<file path="src/assert_macros.svh">
// Assertion macros shared by the allocator RTL.
// Depends on clk_i and rst_ni being visible where a macro is used.
`ifndef ASSERT_MACROS_SVH
`define ASSERT_MACROS_SVH
// Clocked assertion that is switched off while reset is applied.
`define PFA_ASSERT(lbl, prop, msg) \
  lbl: assert property (@(posedge clk_i) disable iff (!rst_ni) prop) else $error(msg);
// Clocked assertion that also holds during reset.
`define PFA_ASSERT_ALWAYS(lbl, prop, msg) \
  lbl: assert property (@(posedge clk_i) prop) else $error(msg);
`endif

</file>
<file path="src/pfa_pkg.sv">
// Types and constants of the partition allocator.
// No dependencies.
package pfa_pkg;
  localparam int ADDR_BITS = 16;
  localparam int ID_BITS = 16;
  localparam int DEF_MAX_PARTS = 64;
  localparam logic [15:0] TOTAL_RESET = 16'd10240;
  localparam logic [15:0] MIN_SPLIT_RESET = 16'd12;

  typedef enum logic [1:0] {
    MODE_FIRST = 2'd0,
    MODE_NEXT = 2'd1,
    MODE_RELEASE = 2'd2,
    MODE_NONE = 2'd3
  } mode_e;

  typedef enum logic [1:0] {
    STAT_OK = 2'd0,
    STAT_NOFIT = 2'd1,
    STAT_BADID = 2'd2,
    STAT_RSVD = 2'd3
  } status_e;

  typedef enum logic {
    CFG_TOTAL = 1'b0,
    CFG_MIN_SPLIT = 1'b1
  } cfg_idx_e;

  typedef enum logic [2:0] {
    ST_INIT, ST_IDLE, ST_SCAN, ST_DECIDE, ST_MOD, ST_DEL, ST_DONE
  } state_e;

  typedef struct packed {
    logic [ADDR_BITS-1:0] start;
    logic [ADDR_BITS-1:0] size;
    logic [ID_BITS-1:0] ident;
    logic busy;
  } entry_t;

  typedef struct packed {
    logic shift;
    entry_t tail;
    logic load;
    entry_t load_ent;
  } ring_ctrl_t;

  typedef struct packed {
    status_e status;
    logic [15:0] result_id;
    logic [15:0] result_start;
    logic [6:0] free_parts;
    logic [6:0] busy_parts;
  } result_t;
endpackage

</file>
<file path="src/pfa_if.sv">
// Handshake channels for requests and results.
// Depends on pfa_pkg.
interface pfa_req_if import pfa_pkg::*; ();
  logic valid;
  logic ready;
  logic [1:0] mode;
  logic [15:0] req_size;
  logic [15:0] part_id;
  modport source (output valid, mode, req_size, part_id, input ready);
  modport sink (input valid, mode, req_size, part_id, output ready);
endinterface

interface pfa_rsp_if import pfa_pkg::*; ();
  logic valid;
  logic ready;
  logic [1:0] status;
  logic [15:0] result_id;
  logic [15:0] result_start;
  logic [6:0] free_parts;
  logic [6:0] busy_parts;
  modport source (output valid, status, result_id, result_start, free_parts, busy_parts,
                  input ready);
  modport sink (input valid, status, result_id, result_start, free_parts, busy_parts,
                output ready);
endinterface

</file>
<file path="src/partition_first_next_fit_allocator_core.sv">
// Top level of the first fit and next fit partition allocator.
// Depends on pfa_pkg, pfa_if, pfa_cell, pfa_ctrl and assert_macros.svh.
//
// The partition table lives in a ring of MAX_PARTS cells that rotates one
// place a cycle, while a request is scanned or rewritten, past a sequencer
// reading the head cell. One request takes one rotation to scan the table,
// one to rewrite it and one more for each partition beyond the first that a
// release merge removes. After acceptance the sequencer scans the table,
// decides in ST_DECIDE, rewrites the table and then loads the result
// register; when nothing fits, the id is unknown or the mode is unused there
// is no rewrite. One request is in work at a time; a result word may wait
// at the output while the next request is accepted, and a finished request
// stalls until the word before it has been taken. After reset the table is
// loaded in ST_INIT before the first request is taken, and a write of the
// total size takes the place of a request.
`include "assert_macros.svh"
module partition_first_next_fit_allocator_core import pfa_pkg::*; #(
  parameter int MAX_PARTS = DEF_MAX_PARTS
) (
  input  logic        clk_i,
  input  logic        rst_ni,
  input  logic        cfg_we_i,
  input  logic        cfg_idx_i,
  input  logic [15:0] cfg_data_i,
  pfa_req_if.sink     req_i,
  pfa_rsp_if.source   rsp_o
);
  entry_t     ent [MAX_PARTS];
  ring_ctrl_t ring;
  result_t    res;

  pfa_ctrl #(.MAX_PARTS(MAX_PARTS)) u_ctrl (
    .clk_i       (clk_i),
    .rst_ni      (rst_ni),
    .cfg_we_i    (cfg_we_i),
    .cfg_idx_i   (cfg_idx_i),
    .cfg_data_i  (cfg_data_i),
    .req_valid_i (req_i.valid),
    .req_ready_o (req_i.ready),
    .mode_i      (req_i.mode),
    .req_size_i  (req_i.req_size),
    .part_id_i   (req_i.part_id),
    .rsp_valid_o (rsp_o.valid),
    .rsp_ready_i (rsp_o.ready),
    .rsp_o       (res),
    .head_i      (ent[0]),
    .next_i      (ent[1]),
    .ring_o      (ring)
  );

  for (genvar k = 0; k < MAX_PARTS; k++) begin : g_cell
    pfa_cell u_cell (
      .clk_i      (clk_i),
      .shift_i    (ring.shift),
      .nb_i       ((k == MAX_PARTS - 1) ? ring.tail : ent[(k + 1) % MAX_PARTS]),
      .load_i     ((k == 0) ? ring.load : 1'b0),
      .load_ent_i (ring.load_ent),
      .ent_o      (ent[k])
    );
  end

  assign rsp_o.status       = res.status;
  assign rsp_o.result_id    = res.result_id;
  assign rsp_o.result_start = res.result_start;
  assign rsp_o.free_parts   = res.free_parts;
  assign rsp_o.busy_parts   = res.busy_parts;

  `PFA_ASSERT(a_load_excl, !(ring.load && ring.shift), "ring load during rotation")
  `PFA_ASSERT(a_shift_busy, ring.shift |-> !req_i.ready, "request taken while table moves")
  `PFA_ASSERT(a_one_item, (req_i.valid && req_i.ready && !cfg_we_i) |=> !req_i.ready,
              "second request taken while one is in work")
endmodule

</file>
<file path="src/pfa_cell.sv">
// One table cell of the rotating partition ring.
// Depends on pfa_pkg.
module pfa_cell import pfa_pkg::*; (
  input  logic   clk_i,
  input  logic   shift_i,
  input  entry_t nb_i,
  input  logic   load_i,
  input  entry_t load_ent_i,
  output entry_t ent_o
);
  entry_t ent_q;

  always_ff @(posedge clk_i) begin
    if (load_i) begin
      ent_q <= load_ent_i;
    end else if (shift_i) begin
      ent_q <= nb_i;
    end
  end

  assign ent_o = ent_q;
endmodule

</file>
<file path="src/pfa_ctrl.sv">
// Sequencer that scans and rewrites the partition ring.
// Depends on pfa_pkg; drives the cells through a ring_ctrl_t.
module pfa_ctrl import pfa_pkg::*; #(
  parameter int MAX_PARTS = DEF_MAX_PARTS
) (
  input  logic        clk_i,
  input  logic        rst_ni,
  input  logic        cfg_we_i,
  input  logic        cfg_idx_i,
  input  logic [15:0] cfg_data_i,
  input  logic        req_valid_i,
  output logic        req_ready_o,
  input  logic [1:0]  mode_i,
  input  logic [15:0] req_size_i,
  input  logic [15:0] part_id_i,
  output logic        rsp_valid_o,
  input  logic        rsp_ready_i,
  output result_t     rsp_o,
  input  entry_t      head_i,
  input  entry_t      next_i,
  output ring_ctrl_t  ring_o
);
  localparam int CW = $clog2(MAX_PARTS + 1);
  localparam int PW = $clog2(MAX_PARTS);

  state_e state_q, state_d;
  logic [PW-1:0] pos_q, pos_d;
  logic [CW-1:0] count_q, count_d, busy_q, busy_d, rover_q, rover_d, first_q, first_d;
  logic [CW-1:0] rem_q, rem_d;
  logic [ID_BITS-1:0] idc_q, idc_d;
  logic [15:0] total_q, total_d, minsp_q, minsp_d, req_q, req_d, pid_q, pid_d;
  mode_e mode_q, mode_d;
  logic hf_q, hf_d, lf_q, lf_d;
  logic [PW-1:0] hi_idx_q, hi_idx_d, lo_idx_q, lo_idx_d, tgt_q, tgt_d;
  entry_t hi_ent_q, hi_ent_d, lo_ent_q, lo_ent_d, new_q, new_d, hold_q, hold_d;
  logic split_q, split_d;
  logic run_act_q, run_act_d, rf_q, rf_d, after_q, after_d;
  logic [PW-1:0] run_lo_q, run_lo_d, lo_q, lo_d, hi_q, hi_d;
  logic [ADDR_BITS-1:0] run_start_q, run_start_d, run_sum_q, run_sum_d;
  logic [ADDR_BITS-1:0] lo_start_q, lo_start_d, sum_q, sum_d;
  result_t res_q, res_d, out_q, out_d;
  logic out_v_q, out_v_d;

  logic [CW-1:0] p_ext, i1, lo1, hi1, dcnt;
  logic vld, fit, have, splt;
  logic [PW-1:0] ci;
  entry_t ce;
  logic [ADDR_BITS-1:0] rest;

  always_ff @(posedge clk_i or negedge rst_ni) begin
    if (!rst_ni) begin
      state_q <= ST_INIT;
      pos_q <= '0;
      count_q <= CW'(1);
      busy_q <= '0;
      rover_q <= '0;
      rem_q <= '0;
      idc_q <= '0;
      total_q <= TOTAL_RESET;
      minsp_q <= MIN_SPLIT_RESET;
      out_v_q <= 1'b0;
    end else begin
      state_q <= state_d;
      pos_q <= pos_d;
      count_q <= count_d;
      busy_q <= busy_d;
      rover_q <= rover_d;
      rem_q <= rem_d;
      idc_q <= idc_d;
      total_q <= total_d;
      minsp_q <= minsp_d;
      out_v_q <= out_v_d;
    end
  end

  always_ff @(posedge clk_i) begin
    first_q <= first_d;
    req_q <= req_d;
    pid_q <= pid_d;
    mode_q <= mode_d;
    hf_q <= hf_d;
    lf_q <= lf_d;
    hi_idx_q <= hi_idx_d;
    lo_idx_q <= lo_idx_d;
    tgt_q <= tgt_d;
    hi_ent_q <= hi_ent_d;
    lo_ent_q <= lo_ent_d;
    new_q <= new_d;
    hold_q <= hold_d;
    split_q <= split_d;
    run_act_q <= run_act_d;
    rf_q <= rf_d;
    after_q <= after_d;
    run_lo_q <= run_lo_d;
    lo_q <= lo_d;
    hi_q <= hi_d;
    run_start_q <= run_start_d;
    run_sum_q <= run_sum_d;
    lo_start_q <= lo_start_d;
    sum_q <= sum_d;
    res_q <= res_d;
    out_q <= out_d;
  end

  always_comb begin
    state_d = state_q;
    pos_d = pos_q;
    count_d = count_q;
    busy_d = busy_q;
    rover_d = rover_q;
    rem_d = rem_q;
    idc_d = idc_q;
    total_d = total_q;
    minsp_d = minsp_q;
    first_d = first_q;
    req_d = req_q;
    pid_d = pid_q;
    mode_d = mode_q;
    hf_d = hf_q;
    lf_d = lf_q;
    hi_idx_d = hi_idx_q;
    lo_idx_d = lo_idx_q;
    tgt_d = tgt_q;
    hi_ent_d = hi_ent_q;
    lo_ent_d = lo_ent_q;
    new_d = new_q;
    hold_d = hold_q;
    split_d = split_q;
    run_act_d = run_act_q;
    rf_d = rf_q;
    after_d = after_q;
    run_lo_d = run_lo_q;
    lo_d = lo_q;
    hi_d = hi_q;
    run_start_d = run_start_q;
    run_sum_d = run_sum_q;
    lo_start_d = lo_start_q;
    sum_d = sum_q;
    res_d = res_q;
    out_d = out_q;
    out_v_d = out_v_q;
    req_ready_o = 1'b0;
    ring_o.shift = 1'b0;
    ring_o.tail = head_i;
    ring_o.load = 1'b0;
    ring_o.load_ent = '{start: '0, size: total_q, ident: '0, busy: 1'b0};

    p_ext = CW'(pos_q);
    vld = p_ext < count_q;
    fit = vld && (req_q != '0) && !head_i.busy && (head_i.size >= req_q);
    have = hf_q || lf_q;
    ci = hf_q ? hi_idx_q : lo_idx_q;
    ce = hf_q ? hi_ent_q : lo_ent_q;
    rest = ce.size - req_q;
    splt = (rest > minsp_q) && (count_q < CW'(MAX_PARTS));
    i1 = CW'(ci) + CW'(1);
    lo1 = CW'(lo_q) + CW'(1);
    hi1 = CW'(hi_q) + CW'(1);
    dcnt = CW'(hi_q - lo_q);

    if (out_v_q && rsp_ready_i) begin
      out_v_d = 1'b0;
    end
    if (cfg_we_i && (cfg_idx_i == CFG_MIN_SPLIT)) begin
      minsp_d = cfg_data_i;
    end

    unique case (state_q)
      ST_INIT: begin
        ring_o.load = 1'b1;
        if (cfg_we_i && (cfg_idx_i == CFG_TOTAL)) begin
          total_d = cfg_data_i;
          ring_o.load_ent.size = cfg_data_i;
        end
        state_d = ST_IDLE;
      end
      ST_IDLE: begin
        req_ready_o = 1'b1;
        if (cfg_we_i && (cfg_idx_i == CFG_TOTAL)) begin
          req_ready_o = 1'b0;
          total_d = cfg_data_i;
          ring_o.load = 1'b1;
          ring_o.load_ent.size = cfg_data_i;
          count_d = CW'(1);
          busy_d = '0;
          rover_d = '0;
        end else if (req_valid_i) begin
          mode_d = mode_e'(mode_i);
          req_d = req_size_i;
          pid_d = part_id_i;
          first_d = ((mode_e'(mode_i) == MODE_NEXT) && (rover_q < count_q)) ? rover_q : '0;
          hf_d = 1'b0;
          lf_d = 1'b0;
          run_act_d = 1'b0;
          rf_d = 1'b0;
          after_d = 1'b0;
          pos_d = '0;
          state_d = ST_SCAN;
        end
      end
      ST_SCAN: begin
        ring_o.shift = 1'b1;
        if (mode_q == MODE_FIRST || mode_q == MODE_NEXT) begin
          if (fit && (p_ext >= first_q) && !hf_q) begin
            hf_d = 1'b1;
            hi_idx_d = pos_q;
            hi_ent_d = head_i;
          end
          if (fit && (p_ext < first_q) && !lf_q) begin
            lf_d = 1'b1;
            lo_idx_d = pos_q;
            lo_ent_d = head_i;
          end
        end else if (mode_q == MODE_RELEASE) begin
          if (vld && !rf_q) begin
            if (!head_i.busy) begin
              if (run_act_q) begin
                run_sum_d = run_sum_q + head_i.size;
              end else begin
                run_act_d = 1'b1;
                run_lo_d = pos_q;
                run_start_d = head_i.start;
                run_sum_d = head_i.size;
              end
            end else if (head_i.ident == pid_q) begin
              rf_d = 1'b1;
              after_d = 1'b1;
              lo_d = run_act_q ? run_lo_q : pos_q;
              lo_start_d = run_act_q ? run_start_q : head_i.start;
              sum_d = (run_act_q ? run_sum_q : '0) + head_i.size;
              hi_d = pos_q;
            end else begin
              run_act_d = 1'b0;
            end
          end else if (vld && after_q && !head_i.busy) begin
            sum_d = sum_q + head_i.size;
            hi_d = pos_q;
          end else begin
            after_d = 1'b0;
          end
        end
        pos_d = pos_q + PW'(1);
        if (pos_q == PW'(MAX_PARTS - 1)) begin
          pos_d = '0;
          state_d = ST_DECIDE;
        end
      end
      ST_DECIDE: begin
        res_d = '{status: STAT_OK, result_id: '0, result_start: '0,
                  free_parts: '0, busy_parts: '0};
        split_d = 1'b0;
        rem_d = '0;
        state_d = ST_DONE;
        if (mode_q == MODE_FIRST || mode_q == MODE_NEXT) begin
          if (have) begin
            split_d = splt;
            tgt_d = ci;
            new_d = '{start: ce.start, size: splt ? req_q : ce.size,
                      ident: ce.ident, busy: 1'b1};
            hold_d = '{start: ce.start + req_q, size: rest, ident: idc_q + ID_BITS'(1),
                       busy: 1'b0};
            if (splt) begin
              idc_d = idc_q + ID_BITS'(1);
              count_d = count_q + CW'(1);
              if (rover_q > i1) rover_d = rover_q + CW'(1);
            end
            busy_d = busy_q + CW'(1);
            if (mode_q == MODE_NEXT) rover_d = i1;
            res_d.result_id = ce.ident;
            res_d.result_start = ce.start;
            state_d = ST_MOD;
          end else begin
            res_d.status = STAT_NOFIT;
            if (mode_q == MODE_NEXT) rover_d = '0;
          end
        end else if (mode_q == MODE_RELEASE) begin
          if (rf_q) begin
            tgt_d = lo_q;
            new_d = '{start: lo_start_q, size: sum_q, ident: idc_q + ID_BITS'(1),
                      busy: 1'b0};
            idc_d = idc_q + ID_BITS'(1);
            count_d = count_q - dcnt;
            busy_d = busy_q - CW'(1);
            rem_d = dcnt;
            if ((rover_q >= lo1) && (rover_q <= hi1)) begin
              rover_d = lo1;
            end else if (rover_q > hi1) begin
              rover_d = rover_q - dcnt;
            end
            res_d.result_id = idc_q + ID_BITS'(1);
            res_d.result_start = lo_start_q;
            state_d = ST_MOD;
          end else begin
            res_d.status = STAT_BADID;
          end
        end
        res_d.free_parts = 7'(count_d - busy_d);
        res_d.busy_parts = 7'(busy_d);
      end
      ST_MOD: begin
        ring_o.shift = 1'b1;
        if (pos_q == tgt_q) begin
          ring_o.tail = new_q;
        end else if (pos_q > tgt_q) begin
          if (split_q) begin
            ring_o.tail = hold_q;
            hold_d = head_i;
          end else if (rem_q != '0) begin
            ring_o.tail = next_i;
          end
        end
        pos_d = pos_q + PW'(1);
        if (pos_q == PW'(MAX_PARTS - 1)) begin
          pos_d = '0;
          rem_d = (rem_q != '0) ? rem_q - CW'(1) : rem_q;
          state_d = ((rem_q != '0) && (rem_q != CW'(1))) ? ST_DEL : ST_DONE;
        end
      end
      ST_DEL: begin
        ring_o.shift = 1'b1;
        if (pos_q > tgt_q) ring_o.tail = next_i;
        pos_d = pos_q + PW'(1);
        if (pos_q == PW'(MAX_PARTS - 1)) begin
          pos_d = '0;
          rem_d = rem_q - CW'(1);
          state_d = (rem_q == CW'(1)) ? ST_DONE : ST_DEL;
        end
      end
      ST_DONE: begin
        if (!out_v_q || rsp_ready_i) begin
          out_v_d = 1'b1;
          out_d = res_q;
          state_d = ST_IDLE;
        end
      end
      default: state_d = ST_IDLE;
    endcase
  end

  assign rsp_valid_o = out_v_q;
  assign rsp_o = out_q;
endmodule

</file>
<file path="src/flat_wrapper.sv">
// flat-port wrapper written by rule: the top's interface ports become plain ports
module partition_first_next_fit_allocator_core_flat import pfa_pkg::*;
#(
  parameter int MAX_PARTS = DEF_MAX_PARTS
)
  (clk_i, rst_ni, cfg_we_i, cfg_idx_i, cfg_data_i, req_i_valid, req_i_mode, req_i_req_size, req_i_part_id, req_i_ready, rsp_o_valid, rsp_o_status, rsp_o_result_id, rsp_o_result_start, rsp_o_free_parts, rsp_o_busy_parts, rsp_o_ready);
  pfa_req_if req_i_i ();
  pfa_rsp_if rsp_o_i ();
  input  logic clk_i;
  input  logic rst_ni;
  input  logic cfg_we_i;
  input  logic cfg_idx_i;
  input  logic [15:0] cfg_data_i;
  input wire logic [$bits(req_i_i.valid)-1:0] req_i_valid;
  input wire logic [$bits(req_i_i.mode)-1:0] req_i_mode;
  input wire logic [$bits(req_i_i.req_size)-1:0] req_i_req_size;
  input wire logic [$bits(req_i_i.part_id)-1:0] req_i_part_id;
  output wire logic [$bits(req_i_i.ready)-1:0] req_i_ready;
  output wire logic [$bits(rsp_o_i.valid)-1:0] rsp_o_valid;
  output wire logic [$bits(rsp_o_i.status)-1:0] rsp_o_status;
  output wire logic [$bits(rsp_o_i.result_id)-1:0] rsp_o_result_id;
  output wire logic [$bits(rsp_o_i.result_start)-1:0] rsp_o_result_start;
  output wire logic [$bits(rsp_o_i.free_parts)-1:0] rsp_o_free_parts;
  output wire logic [$bits(rsp_o_i.busy_parts)-1:0] rsp_o_busy_parts;
  input wire logic [$bits(rsp_o_i.ready)-1:0] rsp_o_ready;
  assign req_i_i.valid = req_i_valid;
  assign req_i_i.mode = req_i_mode;
  assign req_i_i.req_size = req_i_req_size;
  assign req_i_i.part_id = req_i_part_id;
  assign req_i_ready = req_i_i.ready;
  assign rsp_o_valid = rsp_o_i.valid;
  assign rsp_o_status = rsp_o_i.status;
  assign rsp_o_result_id = rsp_o_i.result_id;
  assign rsp_o_result_start = rsp_o_i.result_start;
  assign rsp_o_free_parts = rsp_o_i.free_parts;
  assign rsp_o_busy_parts = rsp_o_i.busy_parts;
  assign rsp_o_i.ready = rsp_o_ready;
  partition_first_next_fit_allocator_core #(.MAX_PARTS(MAX_PARTS)) u_core (.clk_i(clk_i), .rst_ni(rst_ni), .cfg_we_i(cfg_we_i), .cfg_idx_i(cfg_idx_i), .cfg_data_i(cfg_data_i), .req_i(req_i_i), .rsp_o(rsp_o_i));
endmodule
</file>
<file path="config.mk">
export PLATFORM = sky130hd
export DESIGN_NAME = partition_first_next_fit_allocator_core_flat
export DESIGN_NICKNAME = d
export VERILOG_FILES = /design/src/pfa_pkg.sv /design/src/pfa_if.sv /design/src/partition_first_next_fit_allocator_core.sv /design/src/pfa_cell.sv /design/src/pfa_ctrl.sv /design/src/flat_wrapper.sv
export VERILOG_INCLUDE_DIRS = /design/src /design/src/src
export SDC_FILE = /design/constraint.sdc
export NUM_CORES = 2
export LEC_CHECK = 0
export ABC_AREA = 1
export BUFFER_PORTS_ARGS = -buffer_cell sky130_fd_sc_hd__buf_2
export CORE_AREA = 2 2 370 555
export DETAILED_ROUTE_END_ITERATION = 10
export DIE_AREA = 0 0 372 557
export GPL_ROUTABILITY_DRIVEN = 1
export PLACE_DENSITY = 0.78
export RECOVER_POWER = 50
export SLEW_MARGIN = 20
export SYNTH_ARGS = -nofsm -noshare
export SYNTH_HDL_FRONTEND = slang
export SYNTH_SLANG_ARGS = --single-unit
export TNS_END_PERCENT = 30
</file>
<file path="constraint.sdc">
create_clock -name clk_i -period 49.2 [get_ports clk_i]
set_input_delay 7.38 -clock clk_i [delete_from_list [all_inputs] [get_ports clk_i]]
set_output_delay 7.38 -clock clk_i [all_outputs]
set_load 0.02 [all_outputs]
</file>
==> impl_metrics.ini <==
[floorplan]
die_h_um = 557
initial_core_util_pct = 61.45
num_rows = 203
die_w_um = 372
coreArea_um2 = 202900
die-area_um2 = 207200
num_io_pins = 106

[status]
status = finished, violations left
violations = capacitance limit, slew limit

[route]
drt-initial-drc-count = 7166
routed_wl_mm = 243.0
top_layer = met5
dr.pass1.iters = 9
drc = 0
vias_per_cell = 5.840
met3_length_mm = 19.86
wl_met1_mm = 96.53
antenna_left = 0
wl_met2_mm = 116.1
wl_per_cell_um = 24.66
vias = 57560

[min_path]
hold_start = u_core.g_cell[24].u_cell.ent_o[22]$_DFFE_PN_
min_path_cells = 0
holdCritPathClass = flop to flop
hold_end = u_core.g_cell[23].u_cell.ent_o[22]$_DFFE_PN_

[critical_path]
max_stage_delay_ns = 6.65
slowest_stage = clkbuf_1
crit_buf_inv = 9
required_ns = 49.65
crit_chain = inv_1 > nor3_1 > clkinv_1 > nand2_1 > nor2_1 > clkinvlp_2 > clkbuf_1 > buf_4 > buf_4 > buf_6 > buf_4 > buf_6
reg2reg_depth = 12
start_kind = flop
r2r_end = u_core.g_cell[37].u_cell.ent_o[31]$_DFFE_PN_
critPathMostFrequentCell = buf_4
critPathCaptureType = flop
cp_max_fo = 189
rr_startpoint = u_core.u_ctrl.state_q[2]$_DFFE_PN0P_
crit_arrival_ns = 16.69
cp.depth = 12
path_delay_family = buffers and inverters
rrSetupSlack_ns = 32.96
worstSetupPathType = flop to flop

[yosys]
yosysWarnings = 0
muxShareOfSynthArea_pct = 0.1776
ys_seq_elements = 3659
synth_simple_gate_area_share_pct = 4.358
async_flop_share_pct = 2.350
synth_enable_flop_cells = 3540
synth_xor_area_share_pct = 0.7314
synth-seq-area-share_pct = 87.49
ys.flop_type = edfxtp_1
synth.avg_cell_area_um2 = 18.94
synth_top_family_by_area = simple AND/OR/NAND/NOR gates
synth-compound-area-share_pct = 3.771
synth_adder_area_share_pct = 1.864
synthesis.area_um2 = 124700
syn_nets = 6823
ys_types = 67
syn_inst = 6586

[clock_network]
clk_pin_slew_ns = 0.07
cts.root.buffer_cell = clkbuf_16
numCtsBuffers = 317
cts_setup_buffers = 0
cts_tree = done
postCtsHoldBufs = 0
cts-resized-gates = 0
clock_latency_ns = 0.89
cts_num_sinks = 3659
clockBufferDepth = 4
htree_levels = 5

[power_and_ir_drop]
peakVddDrop_v = 0.00007690
power_leakage_nw = 47.98
p_per_area_nw_per_um2 = 77.91

[grt]
grt_pass1_vias = 57200
grt_overflow = 0
grt_max_degree = 210
grt_pass1_wl_mm = 355.6
grtUsageTotal_pct = 23.13
antenna_found_initial = 26

[sta]
rsz0062_at_grt = false
report.final.slew_viol_count = 945
layout_setup_ws_ns = 32.96
setup_tns_ns = 0
timing.fmax_ghz = 0.06159
finalClockSkew_ns = 0.07352
hold_violations = 0
finalCritPeriodShare_pct = 33.00
finalSetupViolations = 0
slew_headroom_pct = -520.5
tightestPinTransition_ns = 9.307
min_period_ns = 16.24

[finish]
syn_to_final_growth_pct = 11.45
drive_above_1_share_pct = 10.40
final_common_cell = edfxtp_1
fin_nets = 7168
layout_common_cells = 3540 x edfxtp_1, 755 x nand2_1, 496 x o21ai_0
stdcell_count = 9856
fill_cells = 12100
fin_util_pct = 68.49

[place]
dp_cells = 9275
place_hpwl_mm = 125.4
port_buffers = 105
pre_cts_ws_ns = 33.58
gp_congestion = 0.9084

[flow_run]
drv_cap = 12
cell usage after synthesis, types with 7 or more instances:
cell	count	area [um^2]
edfxtp_1	3540	106300
nand2_1	753	2826
o21ai_0	493	2467
inv_1	350	1314
nand3_1	204	1021
ha_1	173	2165
a21oi_1	159	795.8
nor2_1	118	442.9
clkbuf_1	109	409.1
dfrtp_1	81	2027
or2_2	76	475.5
xor2_1	60	525.5
o211ai_1	59	442.9
o22ai_1	54	337.8
xnor2_1	41	359.1
dfxtp_1	33	660.6
nor3_1	31	155.2
nand4_1	28	175.2
buf_2	26	130.1
mux2i_1	21	210.2
o21ai_1	21	105.1
a22oi_1	19	142.6
inv_2	14	52.55
a31oi_1	12	75.07
a21o_1	11	82.58
buf_1	8	30.03
fa_1	8	160.2
nand3b_1	7	52.55
metal layers:
metal	vias to the layer above	GRT usage, %
met1	28750	31.98
li1	25450	-
met3	658	4.441
met2	2664	36.79
met5	-	0
met4	30	9.264
worst max path at each step:
| stage | startpoint | endpoint | slack [ns] |
|---|---|---|---|
| floorplan | u_core.u_ctrl.state_q[1]$_DFFE_PN0P_ | u_core.u_ctrl.pos_q[0]$_DFFE_PN0P_ | 12.46 |
| global placement | cfg_we_i | req_i_ready | 33.58 |
| detailed placement | cfg_we_i | req_i_ready | 33.58 |
| CTS | cfg_we_i | req_i_ready | 33.57 |
| global route | u_core.u_ctrl.state_q[2]$_DFFE_PN0P_ | u_core.g_cell[37].u_cell.ent_o[31]$_DFFE_PN_ | 31.08 |
| finish | u_core.u_ctrl.state_q[2]$_DFFE_PN0P_ | u_core.g_cell[37].u_cell.ent_o[31]$_DFFE_PN_ | 32.96 |
through the flow:
step	area (um^2)	power [W]	hold WS [ns]
after floorplan	124700	0.009780	0.4003
after global placement	128600	0.008038	0.4017
after detailed placement	128600	0.008140	0.4045
after global routing	139000	0.01132	0.3638
final	139000	0.01083	0.3558
after CTS	139100	0.01085	0.3527
report_power, final:
group | internal [W] | switching, W | total [W]
Combinational | 0.000361 | 0.00146 | 0.00182
Sequential | 0.00584 | 0.000624 | 0.00647
Clock | 0.00141 | 0.00113 | 0.00254
Total | 0.00762 | 0.00321 | 0.0108
layout make-up:
type                            instances  area, um^2  area share (%)
Multi-Input combinational cell       2412       13620           9.800
Clock buffer                          383        8388           6.035
Clock inverter                        190        2067           1.487
Antenna cell                            6       15.01         0.01080
Timing Repair Buffer                  175        1069          0.7688
Tap cell                             2665        3334           2.399
Inverter                              366        1378          0.9911
Sequential cell                      3659      109100           78.51
kinds of logic (layout without fill, tap and decap cells):
kind of cell	after synthesis	in the layout
compound gates	858	858
xor+xnor	102	102
fa+ha+maj	181	181
buf+inv	515	1114
flops	3659	3659
mux	22	22
other cells	0	6
simple gates	1249	1249
registers in the layout (all words and copies together), names as in the netlist, 48 cells and up:
signal / cells
u_core.u_ctrl.hold_q: 49
u_core.u_ctrl.lo_ent_q: 48
u_core.u_ctrl.rsp_o: 48
u_core.u_ctrl.hi_ent_q: 48
u_core.g_cell.u_cell.ent_o: 3136
u_core.u_ctrl.new_q: 49
u_core.u_ctrl.res_q: 48
Note: power is estimated with default switching activity, not from simulation.
